File: config.mk
export PLATFORM = sky130hd
export DESIGN_NAME = read_sample_clip_quality_trim_unit
export DESIGN_NICKNAME = d
export VERILOG_FILES = /design/src/rtl/core/rsqt_pkg.sv /design/src/rtl/core/rsqt_window.sv /design/src/rtl/core/read_sample_clip_quality_trim_unit.sv
export SDC_FILE = /design/constraint.sdc
export NUM_CORES = 1
export LEC_CHECK = 0
export BUFFER_PORTS_ARGS = -buffer_cell sky130_fd_sc_hd__clkbuf_2
export CAP_MARGIN = 25
export CORE_UTILIZATION = 42
export DETAILED_ROUTE_END_ITERATION = 10
export PLACE_DENSITY = 0.61
export SYNTH_ARGS = -nofsm -noshare
export SYNTH_HDL_FRONTEND = slang
export SYNTH_SLANG_ARGS = --single-unit
File: constraint.sdc
create_clock -name clk -period 13.8 [get_ports clk]
set_input_delay 2.76 -clock clk [delete_from_list [all_inputs] [get_ports clk]]
set_output_delay 2.76 -clock clk [all_outputs]
set_load 0.01 [all_outputs]
File: src/rtl/core/rsqt_pkg.sv
// ----------------------------------------------------------------------------
// Read sample, clip and quality trim: shared definitions
// Sizes, register indexes, reset values and the read summary record that
// the window tracker hands to the decision stage.
// ----------------------------------------------------------------------------
`default_nettype none

package rsqt_pkg;

    // Read and window limits
    localparam int MAX_READ_LEN = 2048;
    localparam int MAX_WINDOW   = 32;

    localparam int POS_W     = 12;                       // base position, holds MAX_READ_LEN
    localparam int QUAL_W    = 7;                        // quality character / Phred value
    localparam int WIN_W     = 6;                        // window size register
    localparam int WIN_IDX_W = $clog2(MAX_WINDOW);       // delay line slot index
    localparam int SUM_W     = $clog2(MAX_READ_LEN * 95); // window sum, never wraps in a read
    localparam int DRAW_W    = 14;
    localparam int THR_W     = 13;                       // quality threshold times window size

    localparam logic [QUAL_W-1:0] PHRED_OFFSET = QUAL_W'(33);

    // Counter widths
    localparam int READS_W = 32;
    localparam int BASES_W = 40;
    localparam logic [BASES_W-1:0] BASES_MAX = {BASES_W{1'b1}};

    // Stream payload widths (padded to whole bytes)
    localparam int IN_DATA_W  = 24;
    localparam int OUT_DATA_W = 136;

    // Configuration port
    localparam int CFG_IDX_W  = 3;
    localparam int CFG_DATA_W = 14;

    typedef enum logic [CFG_IDX_W-1:0] {
        REG_SAMPLE_THRESHOLD  = 3'd0,
        REG_LEFT_CLIP         = 3'd1,
        REG_RIGHT_CLIP        = 3'd2,
        REG_MIN_LENGTH        = 3'd3,
        REG_MAX_LENGTH        = 3'd4,
        REG_QUALITY_THRESHOLD = 3'd5,
        REG_WINDOW_SIZE       = 3'd6
    } cfg_reg_t;

    // Register reset values
    localparam logic [DRAW_W-1:0] RST_SAMPLE_THRESHOLD  = DRAW_W'(5000);
    localparam logic [POS_W-1:0]  RST_LEFT_CLIP         = POS_W'(17);
    localparam logic [POS_W-1:0]  RST_RIGHT_CLIP        = POS_W'(0);
    localparam logic [POS_W-1:0]  RST_MIN_LENGTH        = POS_W'(50);
    localparam logic [POS_W-1:0]  RST_MAX_LENGTH        = POS_W'(2048);
    localparam logic [QUAL_W-1:0] RST_QUALITY_THRESHOLD = QUAL_W'(0);
    localparam logic [WIN_W-1:0]  RST_WINDOW_SIZE       = WIN_W'(4);

    // Trim outcome codes
    typedef enum logic [2:0] {
        OUT_KEPT         = 3'd0,
        OUT_UNSAMPLED    = 3'd1,
        OUT_LEFT_SHORT   = 3'd2,
        OUT_RIGHT_SHORT  = 3'd3,
        OUT_QUALITY_FAIL = 3'd4,
        OUT_UNDER_MIN    = 3'd5
    } outcome_t;

    // What a read leaves behind after its last base
    typedef struct packed {
        logic [POS_W-1:0] len;
        logic             fail_seen;
        logic [POS_W-1:0] first_fail;
    } read_summary_t;

endpackage

`default_nettype wire

File: src/rtl/core/rsqt_window.sv
// ----------------------------------------------------------------------------
// Sliding window quality tracker
// Counts bases of the current read, keeps the last window of Phred values
// after the left clip and records the first window whose sum falls short.
// ----------------------------------------------------------------------------
`default_nettype none

module rsqt_window (
    input  wire logic                          clk,
    input  wire logic                          rst_n,
    input  wire logic                          base_en,
    input  wire logic [rsqt_pkg::QUAL_W-1:0]   quality_char,
    input  wire logic                          last_base,
    input  wire logic [rsqt_pkg::POS_W-1:0]    left_clip,
    input  wire logic [rsqt_pkg::QUAL_W-1:0]   quality_threshold,
    input  wire logic [rsqt_pkg::WIN_W-1:0]    win_k,
    output rsqt_pkg::read_summary_t            summary
);

    logic [rsqt_pkg::QUAL_W-1:0] line_reg [rsqt_pkg::MAX_WINDOW];
    logic [rsqt_pkg::SUM_W-1:0]  sum_reg, sum_next;
    logic [rsqt_pkg::POS_W-1:0]  pos_reg, pos_next;
    logic [rsqt_pkg::POS_W-1:0]  ffs_reg, ffs_next;
    logic                        fail_reg, fail_next;

    logic [rsqt_pkg::QUAL_W-1:0]    phred;
    logic                           in_range;
    logic                           in_region;
    logic [rsqt_pkg::POS_W-1:0]     rel;
    logic [rsqt_pkg::POS_W:0]       rel_plus;
    logic [rsqt_pkg::POS_W-1:0]     old_pos;
    logic [rsqt_pkg::WIN_IDX_W-1:0] old_idx;
    logic [rsqt_pkg::WIN_IDX_W-1:0] wr_idx;
    logic [rsqt_pkg::QUAL_W-1:0]    old_q;
    logic [rsqt_pkg::SUM_W-1:0]     sum_trim;
    logic [rsqt_pkg::SUM_W-1:0]     sum_new;
    logic [rsqt_pkg::THR_W-1:0]     thr_total;
    logic                           fail_hit;

    // Phred value, characters below the offset count as zero
    assign phred = (quality_char >= rsqt_pkg::PHRED_OFFSET) ?
                   (quality_char - rsqt_pkg::PHRED_OFFSET) : '0;

    // Position within the clipped region
    assign in_range  = (pos_reg < rsqt_pkg::POS_W'(rsqt_pkg::MAX_READ_LEN));
    assign in_region = in_range && (pos_reg >= left_clip);
    assign rel       = pos_reg - left_clip;
    assign rel_plus  = {1'b0, rel} + (rsqt_pkg::POS_W+1)'(1);
    assign old_pos   = rel - rsqt_pkg::POS_W'(win_k);
    assign old_idx   = old_pos[rsqt_pkg::WIN_IDX_W-1:0];
    assign wr_idx    = rel[rsqt_pkg::WIN_IDX_W-1:0];
    assign old_q     = line_reg[old_idx];

    // Window sum: drop the value leaving the window, add the new one
    always_comb
    begin
        if (rel >= rsqt_pkg::POS_W'(win_k))
        begin
            if (sum_reg >= rsqt_pkg::SUM_W'(old_q))
                sum_trim = sum_reg - rsqt_pkg::SUM_W'(old_q);
            else
                sum_trim = '0;
        end
        else
        begin
            sum_trim = sum_reg;
        end
    end

    assign sum_new   = sum_trim + rsqt_pkg::SUM_W'(phred);
    assign thr_total = rsqt_pkg::THR_W'(quality_threshold) * rsqt_pkg::THR_W'(win_k);
    assign fail_hit  = (rel_plus >= (rsqt_pkg::POS_W+1)'(win_k)) && !fail_reg &&
                       (sum_new < rsqt_pkg::SUM_W'(thr_total));

    // Next state of the read tracker
    always_comb
    begin
        pos_next  = pos_reg;
        sum_next  = sum_reg;
        fail_next = fail_reg;
        ffs_next  = ffs_reg;
        if (in_range)
            pos_next = pos_reg + rsqt_pkg::POS_W'(1);
        if (in_region)
        begin
            sum_next = sum_new;
            if (fail_hit)
            begin
                fail_next = 1'b1;
                ffs_next  = rsqt_pkg::POS_W'(rel_plus - (rsqt_pkg::POS_W+1)'(win_k));
            end
        end
    end

    assign summary.len        = pos_next;
    assign summary.fail_seen  = fail_next;
    assign summary.first_fail = ffs_next;

    // State update; the last base of a read clears everything for the next one
    always_ff @(posedge clk or negedge rst_n)
    begin
        if (!rst_n)
        begin
            pos_reg  <= '0;
            sum_reg  <= '0;
            fail_reg <= 1'b0;
            ffs_reg  <= '0;
            for (int i = 0; i < rsqt_pkg::MAX_WINDOW; i++)
                line_reg[i] <= '0;
        end
        else if (base_en)
        begin
            if (last_base)
            begin
                pos_reg  <= '0;
                sum_reg  <= '0;
                fail_reg <= 1'b0;
                ffs_reg  <= '0;
                for (int i = 0; i < rsqt_pkg::MAX_WINDOW; i++)
                    line_reg[i] <= '0;
            end
            else
            begin
                pos_reg  <= pos_next;
                sum_reg  <= sum_next;
                fail_reg <= fail_next;
                ffs_reg  <= ffs_next;
                if (in_region)
                    line_reg[wr_idx] <= phred;
            end
        end
    end

endmodule

`default_nettype wire

File: src/rtl/core/read_sample_clip_quality_trim_unit.sv
// Each result passes the input, decision and output registers after a read's last base.
// Throughput: one base per cycle; only a last base can stall, and only while the
// decision and output registers both hold results that downstream has not taken.
// A read of N bases yields one result.
// Reset (rst_n low, asynchronous): registers return to their defaults, the
// window tracker and all totals clear; no clearing pass is needed afterwards.
// ----------------------------------------------------------------------------
// Read sample, clip and quality trim unit
// Streams quality characters of one read at a time and gives one keep/trim
// decision per read, with running totals of reads and bases.
// ----------------------------------------------------------------------------
`default_nettype none

module read_sample_clip_quality_trim_unit (
    input  wire logic                              clk,
    input  wire logic                              rst_n,
    // Configuration write channel
    input  wire logic                              cfg_valid,
    output logic                                   cfg_ready,
    input  wire logic [rsqt_pkg::CFG_IDX_W-1:0]    cfg_index,
    input  wire logic [rsqt_pkg::CFG_DATA_W-1:0]   cfg_data,
    // Base input stream
    input  wire logic                              s_tvalid,
    output logic                                   s_tready,
    // [6:0] quality_char, [20:7] sample_draw, [23:21] zero
    input  wire logic [rsqt_pkg::IN_DATA_W-1:0]    s_tdata,
    input  wire logic                              s_tlast,     // last_base
    // Decision output stream
    output logic                                   m_tvalid,
    input  wire logic                              m_tready,
    // [0] keep, [3:1] outcome, [15:4] trim_start, [27:16] trim_length,
    // [59:28] reads_in_total, [91:60] reads_out_total,
    // [131:92] bases_out_total, [135:132] zero
    output logic [rsqt_pkg::OUT_DATA_W-1:0]        m_tdata
);

    // ------------------------------------------------------------------
    // Configuration registers
    // ------------------------------------------------------------------
    logic [rsqt_pkg::DRAW_W-1:0] sample_thr_reg;
    logic [rsqt_pkg::POS_W-1:0]  left_clip_reg;
    logic [rsqt_pkg::POS_W-1:0]  right_clip_reg;
    logic [rsqt_pkg::POS_W-1:0]  min_len_reg;
    logic [rsqt_pkg::POS_W-1:0]  max_len_reg;
    logic [rsqt_pkg::QUAL_W-1:0] qual_thr_reg;
    logic [rsqt_pkg::WIN_W-1:0]  win_size_reg;

    assign cfg_ready = 1'b1;

    always_ff @(posedge clk or negedge rst_n)
    begin
        if (!rst_n)
        begin
            sample_thr_reg <= rsqt_pkg::RST_SAMPLE_THRESHOLD;
            left_clip_reg  <= rsqt_pkg::RST_LEFT_CLIP;
            right_clip_reg <= rsqt_pkg::RST_RIGHT_CLIP;
            min_len_reg    <= rsqt_pkg::RST_MIN_LENGTH;
            max_len_reg    <= rsqt_pkg::RST_MAX_LENGTH;
            qual_thr_reg   <= rsqt_pkg::RST_QUALITY_THRESHOLD;
            win_size_reg   <= rsqt_pkg::RST_WINDOW_SIZE;
        end
        else if (cfg_valid && cfg_ready)
        begin
            case (rsqt_pkg::cfg_reg_t'(cfg_index))
                rsqt_pkg::REG_SAMPLE_THRESHOLD:
                    sample_thr_reg <= cfg_data[rsqt_pkg::DRAW_W-1:0];
                rsqt_pkg::REG_LEFT_CLIP:
                    left_clip_reg  <= cfg_data[rsqt_pkg::POS_W-1:0];
                rsqt_pkg::REG_RIGHT_CLIP:
                    right_clip_reg <= cfg_data[rsqt_pkg::POS_W-1:0];
                rsqt_pkg::REG_MIN_LENGTH:
                    min_len_reg    <= cfg_data[rsqt_pkg::POS_W-1:0];
                rsqt_pkg::REG_MAX_LENGTH:
                    max_len_reg    <= cfg_data[rsqt_pkg::POS_W-1:0];
                rsqt_pkg::REG_QUALITY_THRESHOLD:
                    qual_thr_reg   <= cfg_data[rsqt_pkg::QUAL_W-1:0];
                rsqt_pkg::REG_WINDOW_SIZE:
                    win_size_reg   <= cfg_data[rsqt_pkg::WIN_W-1:0];
                default:
                    ; // unused index, write dropped
            endcase
        end
    end

    // Effective window size, clamped to 1..MAX_WINDOW
    logic [rsqt_pkg::WIN_W-1:0] win_k;

    always_comb
    begin
        if (win_size_reg == '0)
            win_k = rsqt_pkg::WIN_W'(1);
        else if (win_size_reg > rsqt_pkg::WIN_W'(rsqt_pkg::MAX_WINDOW))
            win_k = rsqt_pkg::WIN_W'(rsqt_pkg::MAX_WINDOW);
        else
            win_k = win_size_reg;
    end

    // ------------------------------------------------------------------
    // Pipeline handshakes: input register, decision register, output register
    // ------------------------------------------------------------------
    logic                          in_valid_reg;
    logic [rsqt_pkg::QUAL_W-1:0]   in_qual_reg;
    logic                          in_last_reg;
    logic [rsqt_pkg::DRAW_W-1:0]   in_draw_reg;

    logic                          dec_valid_reg;
    rsqt_pkg::read_summary_t       dec_sum_reg;
    logic [rsqt_pkg::DRAW_W-1:0]   dec_draw_reg;

    logic                          out_valid_reg;
    logic [rsqt_pkg::OUT_DATA_W-1:0] out_data_reg;

    logic out_ready;
    logic dec_ready;
    logic base_fire;
    logic dec_fire;

    assign out_ready = !out_valid_reg || m_tready;
    assign dec_ready = !dec_valid_reg || out_ready;
    assign dec_fire  = dec_valid_reg && out_ready;
    // A base without a decision never waits for downstream room
    assign base_fire = in_valid_reg && (!in_last_reg || dec_ready);
    assign s_tready  = !in_valid_reg || base_fire;

    // Input register
    always_ff @(posedge clk or negedge rst_n)
    begin
        if (!rst_n)
            in_valid_reg <= 1'b0;
        else if (s_tready)
            in_valid_reg <= s_tvalid;
    end

    always_ff @(posedge clk)
    begin
        if (s_tvalid && s_tready)
        begin
            in_qual_reg <= s_tdata[rsqt_pkg::QUAL_W-1:0];
            in_last_reg <= s_tlast;
            in_draw_reg <= s_tdata[rsqt_pkg::QUAL_W +: rsqt_pkg::DRAW_W];
        end
    end

    // ------------------------------------------------------------------
    // Window tracker
    // ------------------------------------------------------------------
    rsqt_pkg::read_summary_t read_summary;

    rsqt_window u_window (
        .clk               (clk),
        .rst_n             (rst_n),
        .base_en           (base_fire),
        .quality_char      (in_qual_reg),
        .last_base         (in_last_reg),
        .left_clip         (left_clip_reg),
        .quality_threshold (qual_thr_reg),
        .win_k             (win_k),
        .summary           (read_summary)
    );

    // Decision register: loaded by the last base of each read
    always_ff @(posedge clk or negedge rst_n)
    begin
        if (!rst_n)
            dec_valid_reg <= 1'b0;
        else if (dec_ready)
            dec_valid_reg <= base_fire && in_last_reg;
    end

    always_ff @(posedge clk)
    begin
        if (base_fire && in_last_reg)
        begin
            dec_sum_reg  <= read_summary;
            dec_draw_reg <= in_draw_reg;
        end
    end

    // ------------------------------------------------------------------
    // Trim decision
    // ------------------------------------------------------------------
    rsqt_pkg::outcome_t          outcome;
    logic [rsqt_pkg::POS_W-1:0]  clip_len;
    logic [rsqt_pkg::POS_W-1:0]  cap_len;
    logic [rsqt_pkg::POS_W-1:0]  region_len;
    logic [rsqt_pkg::POS_W-1:0]  kept_len;
    logic [rsqt_pkg::POS_W-1:0]  last_start;
    logic                        keep;

    assign clip_len = dec_sum_reg.len - left_clip_reg;
    assign cap_len  = (max_len_reg > rsqt_pkg::POS_W'(rsqt_pkg::MAX_READ_LEN)) ?
                      rsqt_pkg::POS_W'(rsqt_pkg::MAX_READ_LEN) : max_len_reg;

    always_comb
    begin
        outcome    = rsqt_pkg::OUT_KEPT;
        region_len = clip_len;
        if (right_clip_reg != '0)
            region_len = clip_len - right_clip_reg;
        if (region_len > cap_len)
            region_len = cap_len;
        last_start = region_len - rsqt_pkg::POS_W'(win_k);
        kept_len   = region_len;

        if (dec_draw_reg > sample_thr_reg)
            outcome = rsqt_pkg::OUT_UNSAMPLED;
        else if (dec_sum_reg.len <= left_clip_reg)
            outcome = rsqt_pkg::OUT_LEFT_SHORT;
        else if ((right_clip_reg != '0) && (clip_len <= right_clip_reg))
            outcome = rsqt_pkg::OUT_RIGHT_SHORT;
        else
        begin
            // First failing window inside the region cuts the read there
            if ((qual_thr_reg != '0) && (region_len >= rsqt_pkg::POS_W'(win_k)) &&
                dec_sum_reg.fail_seen && (dec_sum_reg.first_fail <= last_start))
            begin
                if (dec_sum_reg.first_fail == '0)
                    outcome = rsqt_pkg::OUT_QUALITY_FAIL;
                else
                    kept_len = dec_sum_reg.first_fail;
            end
            if ((outcome == rsqt_pkg::OUT_KEPT) && (kept_len < min_len_reg))
                outcome = rsqt_pkg::OUT_UNDER_MIN;
        end
    end

    assign keep = (outcome == rsqt_pkg::OUT_KEPT);

    // ------------------------------------------------------------------
    // Running totals
    // ------------------------------------------------------------------
    logic [rsqt_pkg::READS_W-1:0] reads_in_reg,  reads_in_next;
    logic [rsqt_pkg::READS_W-1:0] reads_out_reg, reads_out_next;
    logic [rsqt_pkg::BASES_W-1:0] bases_out_reg, bases_out_next;
    logic [rsqt_pkg::BASES_W:0]   bases_sum;

    assign bases_sum = {1'b0, bases_out_reg} + (rsqt_pkg::BASES_W+1)'(kept_len);

    always_comb
    begin
        reads_in_next  = reads_in_reg + rsqt_pkg::READS_W'(1);
        reads_out_next = reads_out_reg;
        bases_out_next = bases_out_reg;
        if (keep)
        begin
            reads_out_next = reads_out_reg + rsqt_pkg::READS_W'(1);
            bases_out_next = bases_sum[rsqt_pkg::BASES_W] ? rsqt_pkg::BASES_MAX :
                             bases_sum[rsqt_pkg::BASES_W-1:0];
        end
    end

    always_ff @(posedge clk or negedge rst_n)
    begin
        if (!rst_n)
        begin
            reads_in_reg  <= '0;
            reads_out_reg <= '0;
            bases_out_reg <= '0;
        end
        else if (dec_fire)
        begin
            reads_in_reg  <= reads_in_next;
            reads_out_reg <= reads_out_next;
            bases_out_reg <= bases_out_next;
        end
    end

    // ------------------------------------------------------------------
    // Output register
    // ------------------------------------------------------------------
    always_ff @(posedge clk or negedge rst_n)
    begin
        if (!rst_n)
            out_valid_reg <= 1'b0;
        else if (out_ready)
            out_valid_reg <= dec_valid_reg;
    end

    always_ff @(posedge clk)
    begin
        if (dec_fire)
        begin
            out_data_reg <= {
                4'b0000,
                bases_out_next,
                reads_out_next,
                reads_in_next,
                keep ? kept_len : rsqt_pkg::POS_W'(0),
                keep ? left_clip_reg : rsqt_pkg::POS_W'(0),
                outcome,
                keep
            };
        end
    end

    assign m_tvalid = out_valid_reg;
    assign m_tdata  = out_data_reg;

endmodule

`default_nettype wire

==> flow_metrics.env <==
export IMPL_synth_edf_count=193
export IMPL_start_util=0.425
export IMPL_synth_area_per_cell_um2=10.5
export IMPL_die_h_um=293
export IMPL_setup_viol=0
export IMPL_num_rows=106
export IMPL_max_vdd_ir_drop_mv=0.199
export IMPL_power_leakage_nw=17.7
export IMPL_cts_sinks=642
export IMPL_yosys_area_top_type_share=0.307
export IMPL_slew_headroom=0.301
export IMPL_fin_crit_ns=12.94
export IMPL_post_synth_top_count_cell="nand2_1"
export IMPL_crit_path_end_kind="register"
export IMPL_synth_area_um2=35600
export IMPL_yosys_area_top_type="dfrtp_1"
export IMPL_syn_inst=3399
export IMPL_wire_per_inst_um=19.7
export IMPL_cp_start_kind="register"
export IMPL_postRouteAntennaNets=0
export IMPL_cts_setup_buffers=0
export IMPL_async_reset_ff_frac=0.699
export IMPL_insertion_delay_ns=0.63
export IMPL_worst_path_buf_inv=5
export IMPL_antenna_found_initial=0
export IMPL_synth_cell_types=93
export IMPL_area_growth_synth_to_final_pct=13.9
export IMPL_globalplace_congestion=0.891
export IMPL_grt_overflow=0
export IMPL_grt_usage=0.219
export IMPL_crit_arrival_ns=13.34
export IMPL_numCtsBuffers=74
export IMPL_grt_pass1_wl_um=148000
export IMPL_finalCritPeriodShare=0.938
export IMPL_crit_type="register to register"
export IMPL_pin_count=186
export IMPL_cts_root_buf="clkbuf_16"
export IMPL_core_um2=83800
export IMPL_worst_path_max_delay_cell="dfstp_2"
export IMPL_path_clk_slew_ns=0.06
export IMPL_report_final_slew_viol_count=0
export IMPL_hold_ws_ns=0.417
export IMPL_nNetsFinal=3813
export IMPL_yosysSeqAreaShare=0.479
export IMPL_dr_pass1_iters=5
export IMPL_io_buffers=177
export IMPL_drcViolationCount=0
export IMPL_first_iter_violations=1906
export IMPL_critical_path_top_delay_family="compound AO/OA/AOI/OAI gates"
export IMPL_synth_ff_type="dfrtp_1"
export IMPL_synth_seq_cells=642
export IMPL_crit_fanout=22
export IMPL_post_place_ws_ns=0.666
export IMPL_synthTopCellsByArea="dfrtp_1 (31%), edfxtp_1 (16%), ha_1 (6.0%)"
export IMPL_max_stage_delay_ns=0.62
export IMPL_maxCapViolCount=0
export IMPL_largest_register_ffs=224
export IMPL_rsz0062_at_grt="false"
export IMPL_fin_cells=4758
export IMPL_netlist_top_cells_count="nand2_1 (438), dfrtp_1 (437), o21ai_0 (253)"
export IMPL_dpl_cell_count=4622
export IMPL_worst_slew_pin_slew_ns=1.05
export IMPL_hp_class="register to register"
export IMPL_finalPower_w=0.00877
export IMPL_grt_max_degree=151
export IMPL_power_density_nw_per_um2=216
export IMPL_antenna_cells=0
export IMPL_num_vias=26400
export IMPL_drive_gt1_frac=0.159
export IMPL_clockBufferDepth=3
export IMPL_status="finished, final reports clean"
export IMPL_grt_pass1_vias=26000
export IMPL_tns_ns=0
export IMPL_timing_final_ws_setup_ns=0.861
export IMPL_cts_tree="yes"
export IMPL_hold_viol_final=0
export IMPL_skew_ns=0.0328
export IMPL_worstPathRequired_ns=14.20
export IMPL_post_dp_hpwl_um=65200
export IMPL_htreeDepth=3
export IMPL_die_area_um2=86000
export IMPL_via_per_inst=5.56
export IMPL_finalWirelength_um=93700
export IMPL_die_x_um=293
export IMPL_fmax_mhz=77.3
export IMPL_hold_buffers=0
export IMPL_ys_warnings_count=0
[power breakdown]
part / leakage [nW] / internal, W / switching [W]
sequential: 7.94 / 0.00216 / 0.000110
combinational: 8.49 / 0.00178 / 0.00264
clock: 1.26 / 0.00126 / 0.000819
[path summary, 6_finish.rpt]
kind	cells after the start	slack, ns	to	startpoint
max	59	0.86	m_tdata[95]	left_clip_reg[0]
min	0	0.42	dec_draw_reg[8]	in_draw_reg[8]
max reg2reg	59	0.86	m_tdata[95]	left_clip_reg[0]
min reg2reg	0	0.42	dec_draw_reg[8]	in_draw_reg[8]
max in group asynchronous	3	9.63	u_window.line_reg[150]	rst_n
min in group asynchronous	1	2.12	reads_in_reg[10]	rst_n
[cell usage in the layout (no fill, tap or decap), types with 28 or more instances in the layout]
master       n
dfrtp_1    437
nand2_1    436
o21ai_0    252
nor2_1     220
edfxtp_1   193
clkbuf_2   176
ha_1       171
inv_1      161
xnor2_1    144
a21oi_1    121
nand3_1    111
a22o_1      83
xor2_1      76
clkbuf_16   75
mux2_2      74
a31oi_1     74
mux4_2      70
buf_4       55
and3_1      49
and2_1      49
a21o_1      47
nand4_1     44
nor2b_1     32
o31ai_1     31
fa_1        28
[metal layers]
| metal | wire length (um) | up-vias | part of all wire | global-route usage |
|---|---|---|---|---|
| met5 | 0 | - | 0 | 0 |
| met4 | 3300 | 0 | 0.035 | 0.0819 |
| met3 | 5140 | 171 | 0.055 | 0.0335 |
| met2 | 43300 | 732 | 0.46 | 0.349 |
| met1 | 41900 | 13000 | 0.45 | 0.302 |
| li1 | - | 12600 | - | - |
[area by class of cell]
| cell class | instances | area [um2] |
|---|---|---|
| fill | 7770 | 43200 |
| multi-input combinational | 2444 | 17500 |
| sequential | 642 | 17000 |
| clock buffer | 100 | 2090 |
| timing repair buffer | 238 | 1420 |
| tap | 1134 | 1420 |
| inverter | 165 | 624 |
| clock inverter | 35 | 484 |
[stage by stage]
stage               cell area, um2  utilization
finish                       40600        0.484
global route                 40600        0.484
CTS                          40600        0.484
detailed placement           38000        0.453
global placement             37900        0.453
floorplan                    35600            -
[logic make-up (layout without fill, tap and decap cells)]
kind of cell	after synthesis	in the layout	share of synthesized area
AOI/OAI and AO/OA	746	746	0.135
xor gates and xnor gates	223	223	0.0552
adders and majority gates	201	201	0.0767
buffers and inverters	316	538	0.0341
DFF	642	642	0.479
muxes	163	163	0.0734
other	2	5	0.000211
and+or+nand+nor	1106	1106	0.146
[what timing repair did]
| item | CTS | global route |
|---|---|---|
| endpoints found under the hold margin | 0 | 0 |
| endpoints found under the setup margin | 0 | 113 |
| resized for setup | 0 | 6 |
Note: power is estimated with default switching activity, not from simulation.
